### config.mk
export PLATFORM = sky130hd
export DESIGN_NAME = delayed_message_expiry_queue
export DESIGN_NICKNAME = d
export VERILOG_FILES = /design/src/hdl/dmeq_pkg.sv /design/src/hdl/dmeq_ram.sv /design/src/hdl/delayed_message_expiry_queue.sv
export SDC_FILE = /design/constraint.sdc
export NUM_CORES = 1
export LEC_CHECK = 0
export BUFFER_PORTS_ARGS = -buffer_cell sky130_fd_sc_hd__buf_2
export CAP_MARGIN = 20
export CORE_UTILIZATION = 40
export CTS_CLUSTER_DIAMETER = 200
export DETAILED_ROUTE_END_ITERATION = 12
export PLACE_DENSITY = 0.51
export SLEW_MARGIN = 25
export SYNTH_ARGS = -nofsm -noshare
export SYNTH_HDL_FRONTEND = slang
export SYNTH_SLANG_ARGS = --single-unit
### constraint.sdc
create_clock -name clk -period 11 [get_ports clk]
set_input_delay 0.55 -clock clk [delete_from_list [all_inputs] [get_ports clk]]
set_output_delay 0.55 -clock clk [all_outputs]
set_load 0.005 [all_outputs]
### src/hdl/dmeq_pkg.sv
// Package for the delayed message expiry queue.
// Holds the entry type, status codes and the per-tick release limit.
// No dependencies.
package dmeq_pkg;

  typedef struct packed {
    logic [31:0] expiry;
    logic [7:0]  receiver;
    logic [15:0] handle;
  } entry_t;

  localparam logic [1:0] ST_RELEASED = 2'd0;
  localparam logic [1:0] ST_STORED   = 2'd1;
  localparam logic [1:0] ST_DROPPED  = 2'd2;

  localparam int MAX_RESULTS = 16;

endpackage

### src/hdl/dmeq_ram.sv
// Generic simple dual-port RAM with registered read.
// One write port, one read port; no dependencies.
module dmeq_ram #(
  parameter int WIDTH = 56,
  parameter int DEPTH = 16
) (
  input  logic                     clk,
  input  logic                     we,
  input  logic [$clog2(DEPTH)-1:0] waddr,
  input  logic [WIDTH-1:0]         wdata,
  input  logic [$clog2(DEPTH)-1:0] raddr,
  output logic [WIDTH-1:0]         rdata
);

  logic [WIDTH-1:0] mem [DEPTH];

  always_ff @(posedge clk) begin
    if (we) begin
      mem[waddr] <= wdata;
    end
    rdata <= mem[raddr];
  end

endmodule

### src/hdl/delayed_message_expiry_queue.sv
// Delayed message expiry queue: sorted queue of messages in a circular RAM.
// Depends on dmeq_pkg and dmeq_ram.
// Enqueue: dropped the cycle after start when full; else inserted in expiry order, shifting later entries up.
// Tick: scans from the head and stops at the first not-yet-due entry; due entries are released, at most 16.
// One item at a time, results strobed on out_valid for one cycle; the receiver cannot stall.
// Synchronous active-low reset empties the queue and clears the tick count; RAM is not cleared.
module delayed_message_expiry_queue #(
  parameter int DEPTH = 16
) (
  input  logic        clk,
  input  logic        rst_n,
  input  logic        start,
  output logic        busy,
  input  logic        in_operation,
  input  logic [31:0] in_delay_ticks,
  input  logic [7:0]  in_receiver_id,
  input  logic [15:0] in_message_handle,
  output logic        out_valid,
  output logic [1:0]  out_status,
  output logic [7:0]  out_receiver,
  output logic [15:0] out_handle,
  output logic [31:0] out_expiry,
  output logic        out_last
);
  import dmeq_pkg::*;

  localparam int AW = (DEPTH > 1) ? $clog2(DEPTH) : 1;
  localparam int CW = $clog2(DEPTH + 1);
  localparam int SW = AW + 2;

  typedef enum logic [5:0] {
    S_IDLE = 6'b000001,
    S_ERD  = 6'b000010,
    S_ECMP = 6'b000100,
    S_TRD  = 6'b001000,
    S_TCMP = 6'b010000,
    S_TFIN = 6'b100000
  } state_t;

  state_t          state_r, state_nxt;
  logic [31:0]     count_r, count_nxt;
  logic [AW-1:0]   head_r, head_nxt;
  logic [CW-1:0]   occ_r, occ_nxt;
  logic [CW-1:0]   idx_r, idx_nxt;
  entry_t          new_r, new_nxt;
  entry_t          pend_r, pend_nxt;
  logic            pend_v_r, pend_v_nxt;

  logic            ov_r, ov_nxt;
  logic [1:0]      ost_r, ost_nxt;
  entry_t          oent_r, oent_nxt;
  logic            olast_r, olast_nxt;

  logic [CW-1:0]   lidx;
  logic [SW-1:0]   psum;
  logic [AW-1:0]   paddr;
  logic            we;
  entry_t          wdata, rdata;

  always_comb begin
    psum = SW'(head_r) + SW'(lidx);
    if (psum >= SW'(DEPTH)) begin
      psum = psum - SW'(DEPTH);
    end
    paddr = psum[AW-1:0];
  end

  dmeq_ram #(.WIDTH($bits(entry_t)), .DEPTH(DEPTH)) u_ram (
    .clk   (clk),
    .we    (we),
    .waddr (paddr),
    .wdata (wdata),
    .raddr (paddr),
    .rdata (rdata)
  );

  always_comb begin
    state_nxt  = state_r;
    count_nxt  = count_r;
    head_nxt   = head_r;
    occ_nxt    = occ_r;
    idx_nxt    = idx_r;
    new_nxt    = new_r;
    pend_nxt   = pend_r;
    pend_v_nxt = pend_v_r;
    ov_nxt     = 1'b0;
    ost_nxt    = ost_r;
    oent_nxt   = oent_r;
    olast_nxt  = olast_r;
    lidx       = idx_r;
    we         = 1'b0;
    wdata      = new_r;
    unique case (state_r)
      S_IDLE: begin
        if (start) begin
          if (!in_operation) begin
            new_nxt.expiry   = count_r + in_delay_ticks;
            new_nxt.receiver = in_receiver_id;
            new_nxt.handle   = in_message_handle;
            if (occ_r == CW'(DEPTH)) begin
              ov_nxt    = 1'b1;
              ost_nxt   = ST_DROPPED;
              oent_nxt  = new_nxt;
              olast_nxt = 1'b1;
            end else begin
              idx_nxt   = occ_r;
              state_nxt = S_ERD;
            end
          end else begin
            count_nxt  = count_r + 32'd1;
            idx_nxt    = '0;
            pend_v_nxt = 1'b0;
            state_nxt  = S_TRD;
          end
        end
      end
      S_ERD: begin
        if (idx_r == '0) begin
          we        = 1'b1;
          ov_nxt    = 1'b1;
          ost_nxt   = ST_STORED;
          oent_nxt  = new_r;
          olast_nxt = 1'b1;
          occ_nxt   = occ_r + CW'(1);
          state_nxt = S_IDLE;
        end else begin
          lidx      = idx_r - CW'(1);
          state_nxt = S_ECMP;
        end
      end
      S_ECMP: begin
        we = 1'b1;
        if (rdata.expiry >= new_r.expiry) begin
          wdata     = rdata;
          idx_nxt   = idx_r - CW'(1);
          state_nxt = S_ERD;
        end else begin
          ov_nxt    = 1'b1;
          ost_nxt   = ST_STORED;
          oent_nxt  = new_r;
          olast_nxt = 1'b1;
          occ_nxt   = occ_r + CW'(1);
          state_nxt = S_IDLE;
        end
      end
      S_TRD: begin
        if ((idx_r < occ_r) && (32'(idx_r) < MAX_RESULTS)) begin
          state_nxt = S_TCMP;
        end else begin
          state_nxt = S_TFIN;
        end
      end
      S_TCMP: begin
        if (rdata.expiry <= count_r) begin
          if (pend_v_r) begin
            ov_nxt    = 1'b1;
            ost_nxt   = ST_RELEASED;
            oent_nxt  = pend_r;
            olast_nxt = 1'b0;
          end
          pend_nxt   = rdata;
          pend_v_nxt = 1'b1;
          idx_nxt    = idx_r + CW'(1);
          state_nxt  = S_TRD;
        end else begin
          state_nxt = S_TFIN;
        end
      end
      S_TFIN: begin
        if (pend_v_r) begin
          ov_nxt    = 1'b1;
          ost_nxt   = ST_RELEASED;
          oent_nxt  = pend_r;
          olast_nxt = 1'b1;
        end
        pend_v_nxt = 1'b0;
        head_nxt   = paddr;
        occ_nxt    = occ_r - idx_r;
        state_nxt  = S_IDLE;
      end
      default: state_nxt = S_IDLE;
    endcase
  end

  always_ff @(posedge clk) begin
    if (!rst_n) begin
      state_r  <= S_IDLE;
      count_r  <= '0;
      head_r   <= '0;
      occ_r    <= '0;
      pend_v_r <= 1'b0;
      ov_r     <= 1'b0;
    end else begin
      state_r  <= state_nxt;
      count_r  <= count_nxt;
      head_r   <= head_nxt;
      occ_r    <= occ_nxt;
      pend_v_r <= pend_v_nxt;
      ov_r     <= ov_nxt;
    end
  end

  always_ff @(posedge clk) begin
    idx_r   <= idx_nxt;
    new_r   <= new_nxt;
    pend_r  <= pend_nxt;
    ost_r   <= ost_nxt;
    oent_r  <= oent_nxt;
    olast_r <= olast_nxt;
  end

  assign busy         = (state_r != S_IDLE);
  assign out_valid    = ov_r;
  assign out_status   = ost_r;
  assign out_receiver = oent_r.receiver;
  assign out_handle   = oent_r.handle;
  assign out_expiry   = oent_r.expiry;
  assign out_last     = olast_r;

endmodule

[Yosys cells after proc, flatten, opt, wreduce, memory -nomap -nowiden]
Memory sizes are Yosys's and may differ from the RTL's. A register that Yosys moved wholly into a read port is not among the register bits.
Index checks and enable logic that the tools add are counted.
Word-level totals
  word-level logic and storage cells: 129
  bits of input ports: 60
  output and inout port bits: 61
  bits in writable memories: 896
  memories kept: 1
  register bits: 225
Operators by class
  multiplexer cells: 62
  $lt $le $gt $ge: 5
  add/subtract/negate cells: 8
  reduce and logical (&&, ||, !) cells: 15
  bitwise operators: 1
  eq/ne operators: 19
Memory list
  u_ram.mem: words 16, width 56, rd ports 1, clocked after memory_dff 1, wr ports 1, line dmeq_ram.sv:15  | logic [WIDTH-1:0] mem [DEPTH];
Operators with widths (count)
  2-to-1 mux 56 bit: 9
  case mux 56 bit (5 select lines): 1
  2-to-1 mux 5 bit: 9
  adder 32 x 1 -> 32 bit (second input constant): 1
  adder 32 bit: 1
  >= comparator 32 bit: 1
  <= comparator 32 bit: 1
  2-to-1 mux 6 bit: 5
  case mux 5 bit (3 select lines): 2
  case mux 6 bit (5 select lines): 1
  2-to-1 mux 1 bit: 20
  inequality test 2 bit (second input constant): 10
  2-to-1 mux 2 bit: 8
  adder 5 x 1 -> 5 bit (second input constant): 2
  case mux 1 bit (5 select lines): 2
  case mux 2 bit (5 select lines): 1
  AND reduction 3 bit: 3
  AND reduction 9 bit: 1
  nonzero test 3 bit: 3
  AND reduction 7 bit: 1
  adder 4 x 5 -> 6 bit: 1
  equality test 6 x 1 -> 1 bit (second input constant): 1
  equality test 6 x 2 -> 1 bit (second input constant): 1
  equality test 6 x 3 -> 1 bit (second input constant): 1
  other kinds (23): 24

[Logic depth before layout (Yosys ltp)]
Gate-level depths: netlist of the first run.
  word-level depth: 6
  depth in mapped cells: 17
  gate-level depth less buffers: 14

[By module]
A second synthesis of the first run with hierarchy kept.
Second synthesis, totals
  cell total of the unflattened synthesis: 2699
  area, all modules: 47653.2 um^2
Modules (own cells, without submodules)
  dmeq_ram: cells each 1445, sequential area each 28026.9 um^2, times used 1, area each 34678.3 um^2
  delayed_message_expiry_queue: cells each 1254, sequential area each 6266.0 um^2, times used 1, area each 12974.9 um^2

[Worst setup path after synthesis of the first run]
Ideal clock, no wire load.
  kind: reg2reg
  from: register new_r[37] in the netlist's numbering
  to: register oent_r, in the netlist out_expiry[0], enable pin
  stages on the path, launching flop included: 12
  setup slack: 2480 ps
  buffers on the path: 2
  arrival time: 7903 ps
  cells stage by stage: edfxtp_1 inv_1 ha_1 a21o_1 a21o_1 a21o_1 a221o_1 a311o_1 and2_4 buf_6 clkbuf_1 nor4_1
On the way
  cells in the longest elaborated chain, start to end: 3
RTL lines
  start: declaration: line delayed_message_expiry_queue.sv:45  | entry_t new_r, new_nxt;
  start signal: assignment: line delayed_message_expiry_queue.sv:205  | new_r <= new_nxt;
  >= comparator 32 bit: line delayed_message_expiry_queue.sv:133  | if (rdata.expiry >= new_r.expiry) begin
  inequality test 2 bit (no line)
  AND reduction 7 bit (no line)
  end signal: assignment: line delayed_message_expiry_queue.sv:208  | oent_r <= oent_nxt;
  end: declaration: line delayed_message_expiry_queue.sv:51  | entry_t oent_r, oent_nxt;
No other way between the ends.
A chain may end at the register's enable or synchronous reset.

[Final worst setup path of the first run]
  from: register state_r[2]
  to: memory u_ram.mem[13][20], enable pin
On the way
  cells in the longest elaborated chain, start to end: 5
RTL lines
  start: declaration: line delayed_message_expiry_queue.sv:40  | state_t state_r, state_nxt;
  start signal: assignment: line delayed_message_expiry_queue.sv:194  | state_r <= state_nxt;
  equality test 6 x 2 -> 1 bit: line delayed_message_expiry_queue.sv:93  | unique case (state_r)
  2-to-1 mux 5 bit: line delayed_message_expiry_queue.sv:93
  adder 4 x 5 -> 6 bit: line delayed_message_expiry_queue.sv:61  | psum = SW'(head_r) + SW'(lidx);
  >= comparator 6 x 5 -> 1 bit or subtractor 4 x 1 -> 4 bit (tied branches): line delayed_message_expiry_queue.sv:62, delayed_message_expiry_queue.sv:63
  2-to-1 mux 4 bit: line delayed_message_expiry_queue.sv:62  | if (psum >= SW'(DEPTH)) begin
  end: declaration: line dmeq_ram.sv:15
Several ways; a longest one is shown, not always the timed one.

==> results of run 1 <==
[layout make-up]
cell class	instances	area share
well taps	1600	0.0361
repair buffers	224	0.0275
clock buffers	144	0.0567
multi-input cells	1475	0.238
inverters	92	0.00623
flip-flops and latches	1177	0.619
clock inverters	84	0.0165
[Yosys cell counts, types with 23 or more instances]
| master | instances | area share |
|---|---|---|
| edfxtp_1 | 1072 | 0.67 |
| nand2_1 | 370 | 0.029 |
| mux4_2 | 224 | 0.10 |
| ha_1 | 108 | 0.028 |
| dfxtp_1 | 105 | 0.044 |
| a21oi_1 | 91 | 0.0095 |
| clkbuf_1 | 91 | 0.0071 |
| inv_1 | 90 | 0.0070 |
| o21ai_0 | 77 | 0.0080 |
| and3_1 | 67 | 0.0087 |
| a31oi_1 | 61 | 0.0079 |
| nor2_1 | 56 | 0.0044 |
| xnor2_1 | 52 | 0.0095 |
| a21o_1 | 36 | 0.0056 |
| a221o_1 | 32 | 0.0066 |
| and2_1 | 28 | 0.0036 |
| nor3_1 | 28 | 0.0029 |
| a22oi_1 | 27 | 0.0042 |
| buf_1 | 25 | 0.0019 |
| mux2_2 | 25 | 0.0058 |
| nand3_1 | 23 | 0.0024 |
| nand4_1 | 23 | 0.0030 |
[report_power, final]
group	switching [uW]	internal [uW]
combinational	1100	788
clock	1740	2420
sequential	174	5130
[cell families (layout without fill, tap and decap cells)]
group           after synthesis  in the layout  share of synthesized area
flops                      1177           1177                      0.712
xor+xnor                     67             67                     0.0122
simple gates                650            650                     0.0633
fa+ha+maj                   111            111                     0.0293
compound gates              396            396                     0.0537
buf+inv                     234            544                     0.0190
mux                         251            251                      0.111
[worst max-delay path, cell delays in order, from the launching register on]
cell,delay (ns)
dfxtp_1,0.44
nor4_4,0.54
nand3b_1,0.16
nor2_1,0.75
a21oi_1,0.23
ha_1,0.33
a21o_1,0.11
a21oi_1,0.07
xnor2_1,0.54
xnor2_2,0.18
buf_4,0.74
nand3_1,0.47
nor2_4,0.87
buf_4,0.71
[per-layer routing]
metal / part of all wire / GRT usage / up-vias / wire, um
li1: - / - / 11700 / -
met1: 0.45 / 0.278 / 13800 / 54200
met2: 0.47 / 0.320 / 737 / 56700
met3: 0.051 / 0.0276 / 152 / 6070
met4: 0.022 / 0.0543 / 0 / 2570
met5: 0 / 0 / - / 0
[timing repair]
item / 4_1_cts / 5_1_grt
buffers inserted: 0 / 0
hold buffers: 24 / 0
hold endpoints to repair: 24 / 0
[registers in the layout (all words and copies together), names as in the netlist]
name	flops
occ_r	5
new_r	56
u_ram.rdata	56
u_ram.mem	896
state_r	6
pend_r	56
count_r	32
head_r	4
out_valid	1
idx_r	5
out_expiry	32
pend_v_r	1
out_status	2
out_last	1
out_receiver	8
out_handle	16
[through the flow]
stage / setup WS (ns) / cell area, sq um / std cells / util
3_5_place_dp: 4.33 / 51100 / 4543 / 0.430
6_report: 4.43 / 55400 / 4796 / 0.467
4_1_cts: 4.27 / 55400 / 4795 / 0.466
2_1_floorplan: 2.48 / 48200 / 2886 / -
5_1_grt: 4.02 / 55400 / 4796 / 0.467
3_3_place_gp: 4.39 / 51000 / 4541 / 0.430
[worst min path at each step]
stage                                    endpoint                    from  cells past startpoint
after floorplan               pend_r[0]$_DFFE_PN_  u_ram.rdata[0]$_DFF_P_                      0
after global placement        pend_r[9]$_DFFE_PN_  u_ram.rdata[9]$_DFF_P_                      0
after detailed placement      pend_r[4]$_DFFE_PN_  u_ram.rdata[4]$_DFF_P_                      0
after CTS                     new_r[55]$_DFFE_PP_      in_delay_ticks[31]                      3
after global routing      state_r[4]$_SDFFE_PN0P_                   start                      3
final                         new_r[55]$_DFFE_PP_      in_delay_ticks[31]                      3
==> metrics.csv, run 1 <==
stage;metric;value;unit
floorplan;core;0.119;sq mm
worst_setup_path;timing.rr.end;u_ram.mem[13][20]$_DFFE_PP_;
worst_setup_path;crit_path_start_kind;register;
global_route;grt_max_degree;110;
synth;syn-num-nets;3057;
worst_setup_path;reg2reg_depth;13;
clock_network;clkTransAtPathRegs;0.06;ns
clock_network;ctsLongestPathBuffers;3;
floorplan;start_util;0.406;
sta;finalHoldViolations;0;
power_and_ir_drop;ir_drop;133;uV
route;wire_per_inst;24.9;um
sta;tightest_slew;1.07;ns
layout;nets;3262;
clock_network;cts-htree-levels;3;
sta;setup_viol;0;
sta;skew;0.0340;ns
route;num_vias;26400;
global_route;grt_pass1_vias;27700;
layout;diodes;0;
layout;layout_commonest_cell;edfxtp_1;
route;viasPerCell;5.51;
clock_network;cts_tree;built;
synth;async_reset_ff_frac;0;
sta;whs;0.338;ns
worst_setup_path;crit_path_end;u_ram.mem[13][20]$_DFFE_PP_;
clock_network;cts_root_buf;clkbuf_16;
sta;fin_crit;6.57;ns
synth;syn_inst;2886;
worst_setup_path;cp-startpoint;state_r[2]$_SDFFE_PN0P_;
global_route;track_usage;0.197;
worst_setup_path;cp-end-kind;register;
placed_design;hpwl;69500;um
synth;synth-seq-area-share;0.712;
sta;max_freq;0.152;GHz
power_and_ir_drop;pwr_density_cell;205;mW/mm^2
worst_setup_path;r2r_start;state_r[2]$_SDFFE_PN0P_;
sta;slew_viol_final;0;
run_status;status;complete, no violations;
layout;final_cell_mix;edfxtp_1 (1,072), nand2_1 (368), mux4_2 (224);
sta;min_period_over_period;0.597;
floorplan;row_count;126;
route;wirelength;120000;um
sta;rsz0062_at_grt;false;
layout;fillers;10100;
floorplan;io_pins;121;
placed_design;gp_congestion;0.831;
synth;synth-edff-count;1072;
floorplan;die_area;0.122;sq mm
clock_network;cts_made_buffers;121;
sta;tns;0;ns
layout;area_growth;15.0;%
hold_path;hold_class;in2reg;
global_route;antenna_found_initial;1;
layout;seqCellArea;0.0343;sq mm
clock_network;cts_sinks;1177;
synth;ys_types;79;
synth;postSynthAreaPerCell;16.7;sq um
floorplan;die_h;349;um
sta;relSlewSlack;0.279;
synth;synthFlopType;edfxtp_1;
worst_setup_path;worst_ep_arrival_time;6.89;ns
worst_setup_path;critical_path.max_fanout;59;
layout;drive_above_1_share;0.213;
route;antenna_left;0;
worst_setup_path;crit_required;11.33;ns
synth;synth_seq_cells;1177;
global_route;grt_overflow_total;0;
route;first_iter_violations;2293;
placed_design;portBuffers;120;
clock_network;cts_resized;0;
global_route;grt_pass1_wl;179000;um
worst_setup_path;reg2reg_slack;4.43;ns
job;maxCapViolCount;0;
clock_network;clk_latency;0.72;ns
synth;netlist_area;0.0482;sq mm
route;firstDrtPassIters;6;
floorplan;chipWidth;349;um
power_and_ir_drop;power.leakage;0.0188;uW
power_and_ir_drop;power.total;11400;uW
synth;synth_warnings;0;
layout;multiInputGateArea;0.0132;sq mm
worst_setup_path;criticalPathCategory;reg2reg;
route;drc;0;
No activity file was read; power rests on OpenSTA's default activity.
==> run 2, diff against run 1 <==
- PLACE_DENSITY: 0.51 -> 0.53
- clock period: 11 -> 5.6 ns (I/O delays scaled with it)
==> run 2 against run 1 <==
First-iteration DRC count decreased by 3.8%. Clock power up 100%. Flip-flop and latch count unchanged.
==> metrics.csv, run 2 (synthesis gave the netlist of run 1 again) <==
stage;metric;value;unit
route;antenna_left;0;
sta;relSlewSlack;0.283;
worst_setup_path;reg2reg_depth;13;
clock_network;clk_latency;0.74;ns
clock_network;ctsLongestPathBuffers;3;
worst_setup_path;reg2reg_slack;0.47;ns
sta;fin_crit;5.13;ns
worst_setup_path;r2r_start;state_r[2]$_SDFFE_PN0P_;
global_route;grt_max_degree;96;
placed_design;portBuffers;120;
global_route;track_usage;0.199;
global_route;grt_overflow_total;0;
worst_setup_path;criticalPathCategory;reg2reg;
layout;layout_commonest_cell;edfxtp_1;
global_route;antenna_found_initial;3;
floorplan;core;0.119;sq mm
global_route;grt_pass1_wl;180000;um
layout;diodes;0;
clock_network;cts-htree-levels;4;
worst_setup_path;timing.rr.end;u_ram.mem[12][50]$_DFFE_PP_;
route;first_iter_violations;2207;
layout;largest_reg_flops;896;
sta;rsz0062_at_grt;false;
layout;drive_above_1_share;0.214;
clock_network;cts_resized;0;
route;viasPerCell;5.52;
hold_path;min_from;in_delay_ticks[31];
layout;final_cell_mix;edfxtp_1 (1,072), nand2_1 (368), mux4_2 (224);
worst_setup_path;crit_slowest_cell;xnor2_1;
placed_design;dp_slack;0.536;ns
floorplan;row_count;126;
route;wirelength;120000;um
power_and_ir_drop;power.leakage;0.0190;uW
clock_network;cts_setup_buffers;0;
job;maxCapViolCount;0;
hold_path;hold_class;in2reg;
worst_setup_path;cp-end-kind;register;
sta;skew;0.0290;ns
layout;finalInstanceArea;0.0558;sq mm
sta;slew_viol_final;0;
worst_setup_path;path_cells;nor4_4 -> nand3b_1 -> nor2_1 -> a21oi_1 -> ha_1 -> a21o_1 -> a21oi_1 -> xnor2_1 -> xnor2_2 -> buf_4 -> nand2_1 -> nor2_4 -> buf_4;
power_and_ir_drop;ir_drop;359;uV
sta;setup_viol;0;
clock_network;cts_sinks;1177;
floorplan;die_area;0.122;sq mm
floorplan;start_util;0.406;
sta;finalHoldViolations;0;
power_and_ir_drop;pwr_density_cell;402;mW/mm^2
floorplan;chipWidth;349;um
worst_setup_path;crit_path_start_kind;register;
route;num_vias;26600;
sta;min_period_over_period;0.917;
placed_design;hpwl;69900;um
route;wire_per_inst;24.9;um
sta;setup_ws;0.466;ns
layout;nets;3287;
hold_path;min_to;new_r[55]$_DFFE_PP_;
layout;area_growth;15.8;%
worst_setup_path;crit_required;5.96;ns
route;firstDrtPassIters;7;
placed_design;place_area;0.0514;sq mm
clock_network;clkTransAtPathRegs;0.06;ns
placed_design;gp_congestion;0.818;
clock_network;cts_tree;built;
clock_network;cts_made_buffers;130;
worst_setup_path;critical_path.max_fanout;34;
worst_setup_path;worst_ep_arrival_time;5.50;ns
route;drc;0;
clock_network;cts_root_buf;clkbuf_16;
floorplan;die_h;349;um
sta;max_freq;0.195;GHz
layout;largest_register;u_ram.mem;
run_status;status;complete, no violations;
floorplan;io_pins;121;
hold_path;whs_path_depth;3;
sta;tightest_slew;1.07;ns
worst_setup_path;max_stage_delay;0.64;ns
global_route;grt_pass1_vias;27800;
clock_network;cts_hold_buffers;26;
run 2: where the power goes:
group          switching, uW  leakage (uW)  internal [uW]
sequential               360        0.0105          10100
clock                   3440       0.00205           4870
combinational           2130       0.00644           1570
total                   5940        0.0190          16500
run 2: per-layer routing:
metal | GRT usage | wire [um] | up-vias
li1 | - | - | 11800
met1 | 0.272 | 53200 | 13900
met2 | 0.332 | 58700 | 713
met3 | 0.0278 | 5560 | 177
met4 | 0.0567 | 2420 | 0
met5 | 0 | 0 | -
run 2: layout make-up:
type,count,area (sq um)
clock inverters,53,507
well taps,1600,2000
multi-input cells,1475,13200
inverters,92,345
flip-flops and latches,1177,34300
fillers,10200,62900
clock buffers,184,3670
repair buffers,240,1750
run 2: metrics by stage:
stage	power (uW)	TNS, ns	std cells	utilization	hold slack, ns
5_1_grt	23400	0	4821	0.470	0.0490
3_3_place_gp	14300	0	4558	0.433	0.418
6_report	22500	0	4821	0.470	0.0539
4_1_cts	22700	0	4821	0.470	0.00371
2_1_floorplan	13000	-279.80	2886	-	0.379
3_5_place_dp	14400	0	4558	0.433	0.414
run 2: how the worst max path moves through the flow:
stage               slack [ns]                    start                     endpoint  depth (start not counted)
finish                    0.47  state_r[2]$_SDFFE_PN0P_  u_ram.mem[12][50]$_DFFE_PP_                         13
global route              0.17  state_r[2]$_SDFFE_PN0P_   u_ram.mem[12][5]$_DFFE_PP_                         13
CTS                       0.49  state_r[2]$_SDFFE_PN0P_   u_ram.mem[12][8]$_DFFE_PP_                         13
detailed placement        0.54  state_r[2]$_SDFFE_PN0P_   u_ram.mem[12][4]$_DFFE_PP_                         13
global placement          0.57  state_r[2]$_SDFFE_PN0P_   u_ram.mem[12][6]$_DFFE_PP_                         13
floorplan                -0.50  state_r[3]$_SDFFE_PN0P_   u_ram.mem[10][0]$_DFFE_PP_                         14
run 2: critical path, delay by kind of cell, from the launching register on:
| family | cells | cell delay, ns |
|---|---|---|
| AND/OR/NAND/NOR | 5 | 1.82 |
| buffers and inverters | 2 | 0.86 |
| XOR/XNOR | 2 | 0.85 |
| AO/OA/AOI/OAI | 3 | 0.44 |
| flip-flops | 1 | 0.43 |
| adder cells (fa/ha/maj) | 1 | 0.34 |
